$ cat src/rtl/spq_pkg.sv
// ---------------------------------------------------------------------------
// spq_pkg
// Types and constants of the stable priority queue.
// ---------------------------------------------------------------------------
`timescale 1ns / 1ps

package spq_pkg;

  localparam int QUEUE_DEPTH = 16;
  localparam int CNT_W       = $clog2(QUEUE_DEPTH + 1);

  typedef enum logic {
    CMD_INSERT = 1'b0,
    CMD_REMOVE = 1'b1
  } cmd_t;

  typedef enum logic [1:0] {
    ST_OK    = 2'd0,
    ST_FULL  = 2'd1,
    ST_EMPTY = 2'd2
  } status_t;

  typedef struct packed {
    logic [55:0]        name_hi;
    logic [63:0]        name_lo;
    logic signed [7:0]  prio;
  } entry_t;

  // per-cycle control broadcast to every cell
  typedef struct packed {
    logic   ins;
    logic   rem;
    entry_t ent;
  } cell_ctl_t;

  typedef struct packed {
    status_t           status;
    logic [63:0]       name_lo;
    logic [55:0]       name_hi;
    logic signed [7:0] prio;
    logic [4:0]        count;
  } result_t;

endpackage

$ cat src/rtl/spq_cell.sv
// ---------------------------------------------------------------------------
// spq_cell
// One queue slot: compares against the new entry and shifts with neighbors.
// ---------------------------------------------------------------------------
`timescale 1ns / 1ps

module spq_cell (
  input  logic               clk,
  input  spq_pkg::cell_ctl_t ctl,
  input  logic               occ,
  input  logic               left_ga,
  input  spq_pkg::entry_t    left_entry,
  input  spq_pkg::entry_t    right_entry,
  output logic               ga,
  output spq_pkg::entry_t    entry_q
);

  spq_pkg::entry_t entry_r;
  spq_pkg::entry_t entry_nxt;

  // held entry stays ahead of the new one (lower or equal priority)
  assign ga = occ && ($signed(entry_r.prio) <= $signed(ctl.ent.prio));

  always_comb begin
    entry_nxt = entry_r;
    if (ctl.ins) begin
      if (!ga) begin
        entry_nxt = left_ga ? ctl.ent : left_entry;
      end
    end else if (ctl.rem) begin
      entry_nxt = right_entry;
    end
  end

  always_ff @(posedge clk) begin
    entry_r <= entry_nxt;
  end

  assign entry_q = entry_r;

endmodule

$ cat config.mk
export PLATFORM = sky130hd
export DESIGN_NAME = spq_cell
export DESIGN_NICKNAME = d
export VERILOG_FILES = /design/src/rtl/spq_pkg.sv /design/src/rtl/spq_cell.sv
export SDC_FILE = /design/constraint.sdc
export NUM_CORES = 1
export LEC_CHECK = 0
export ABC_AREA = 1
export BUFFER_PORTS_ARGS = -buffer_cell sky130_fd_sc_hd__clkbuf_2
export CAP_MARGIN = 0
export CORE_AREA = 3 3 200 202
export CTS_CLUSTER_SIZE = 20
export DETAILED_ROUTE_END_ITERATION = 10
export DIE_AREA = 0 0 203 205
export PLACE_DENSITY = 0.51
export REMOVE_ABC_BUFFERS = 1
export SLEW_MARGIN = 20
export SYNTH_ARGS = -nofsm -noshare
export SYNTH_HDL_FRONTEND = slang
export SYNTH_SLANG_ARGS = --single-unit
export TNS_END_PERCENT = 5
$ cat constraint.sdc
create_clock -name clk -period 6.06 [get_ports clk]
set_clock_uncertainty 0.2 [all_clocks]
set_input_delay 0.303 -clock clk [delete_from_list [all_inputs] [get_ports clk]]
set_output_delay 0.303 -clock clk [all_outputs]
set_load 0.005 [all_outputs]
==> metrics.txt <==
outcome=complete, no violations; DP HPWL=20.9 mm; htree depth=4; crit path capture type=register; postcts setup bufs=0; Synth warnings=0; most common cell after layout, fill and taps aside=clkbuf_2; most frequent cells in the layout=clkbuf_2, dlygate4sd3_1, nand2_1, nor2_1, o21ai_1; max reg flops=~130; power density over the cells=roughly 230 nW/µm²; area growth from synthesis to layout=76.9%; Die Height=a little over 200 µm; Async S/R FF share, synth=0; crit path launch type=register; RR Startpoint=entry_q[7]; largest net degree at the start of global routing=between 90 and 100; hold path startpoint=right_entry[86]; Avg WL per Cell=between 10 and 15 µm; Clock Latency Late Sink=roughly 0.43 ns; Synth Instances=between 700 and 800; residual DRC count=0; via density per instance=between 4 and 5; number of synthesized flops with an enable pin=about 130; clock root cell=clkbuf_16; global-route wire length before repair=roughly 42 mm; I/O Buffers=between 500 and 600; vias in the first global route=between 8k and 9k; CP max stage cell=nand2_4; crit path from=entry_q[7]; #FFs+latches synth=128; endpoints failing setup=0; Tot GR Track Use=0.130; unrepaired setup endpoints after global routing=no; DIE AREA=41,600 µm²; core area=slightly below 40,000 µm²; worst vdd ir=0.153 mV; WL final=28.2 mm; register clock-pin slew on the reported worst setup and hold paths=0.05 ns; CTS tree=yes; gr ovfl total=0; CP max stage delay=0.63 ns; Avg Cell Area, Syn=between 9 and 10 µm²; clk sinks=128; Initial Utilization=0.174; die width=a little over 200 µm; Iter 0 DRT Violations=approximately 520; sequence of cells on the critical path=ha_1 > nand2_1 > nor2_2 > nand2_1 > nand2_1 > nand2_1 > nand2_1 > nand2_1 > nand2_1 > nand2_1 > nand2_4 > buf_12; Rel. slew slack=0.413; I/O pin count=approximately 520; Post-Syn Area=6690 µm²; initial antenna violation count=0; TritonCTS Buffers=17; row count=just over 70; total power=roughly 2700 µW; layout cells sized above 1=0.394; Distinct cells, synth=19; Post-CTS Resized=0; Slew @ Worst Pin=0.880 ns; fin crit share=0.500; Nets=roughly 1.8k; Max Fanout on Critical Path=65; Leakage Power=between 0.005 and 0.006 µW; crit path DAT=roughly 2.9 ns; Max Clock Freq=about 0.33 GHz; Detail Route Antenna Nets=0; Hold Slack=~0.037 ns; total number of vias=~8k; n_diodes=0; Slew Limit Fails=0; Final Critical Period=about 3.0 ns; Synth Flop Type=edfxtp_1; cts hold-fix bufs=about 160; Setup TNS Final=0 ns; gpl congestion=0.914; CP most frequent cell=nand2_1; Longest Clk Path Bufs=2; Setup CP Type=register to register; worst hold-check path type=primary input to register; Worst EP required=5.94 ns; Hold Vio Cnt, Final=0; MaxCap Viol Count=0; Seq/Total Area, Yosys=0.574; 1st-pass router iterations=7
stage by stage:
stage / area [µm²] / util / instances / setup slack (ns)
after CTS: 11800 / 0.308 / 1922 / 2.95
after global placement: 9650 / 0.251 / 1727 / 2.95
after detailed placement: 9650 / 0.251 / 1727 / 2.91
after floorplan: 6340 / - / 687 / 0.429
final: 11800 / 0.308 / 1922 / 3.03
after global routing: 11800 / 0.308 / 1922 / 2.72
power breakdown:
group | total (µW) | internal [µW] | switching (µW)
Combinational | 594 | 296 | 298
Clock | 970 | 594 | 376
Sequential | 1140 | 1110 | 30.1
area by class of cell:
| class | count | area (µm²) |
|---|---|---|
| clock buffer | 18 | 429 |
| sequential | 128 | 3840 |
| fill | 4065 | 26600 |
| inverter | 15 | 61.3 |
| clock inverter | 13 | 123 |
| multi-input combinational | 544 | 2450 |
| timing repair buffer | 686 | 4280 |
| tap | 518 | 648 |
cell families (layout without fill, tap and decap cells):
kind of cell / count (synthesis) / count (layout) / share of synthesized area
flops: 128 / 128 / 0.574
compound gates: 259 / 259 / 0.194
simple gates: 277 / 277 / 0.156
fa+ha+maj: 8 / 8 / 0.0150
buf+inv: 71 / 732 / 0.0604
path summary, 6_finish.rpt:
path | end | slack [ns] | cells past startpoint
setup / recovery | entry_q[86] | 3.03 | 12
hold / removal | entry_q[86] | 0.04 | 3
hold reg to reg | entry_q[60] | 1.40 | 6
setup reg to reg | entry_q[86] | 3.03 | 12
metal layers:
metal,GRT usage,part of all wire
met4,0.0804,0.044
met3,0.0380,0.078
met2,0.231,0.51
met1,0.135,0.37
met5,0,0
Yosys cell counts (2+ instances only):
master,count,area share
a21oi_1,2,0.0015
buf_2,14,0.010
buf_4,3,0.0034
buf_6,14,0.024
clkbuf_1,21,0.012
clkbuf_2,3,0.0022
edfxtp_1,128,0.57
ha_1,8,0.015
inv_1,14,0.0079
nand2_1,144,0.081
nor2_1,130,0.073
o21ai_0,126,0.094
o21ai_1,130,0.097
worst max-delay path: cells and delay by family (launching register included):
| kind | cells | cell delay [ns] |
|---|---|---|
| flip-flops | 1 | 0.39 |
| AND/OR/NAND/NOR | 10 | 1.29 |
| adder cells (fa/ha/maj) | 1 | 0.34 |
| buffers and inverters | 1 | 0.37 |
Power figures use the tool's default switching activity.
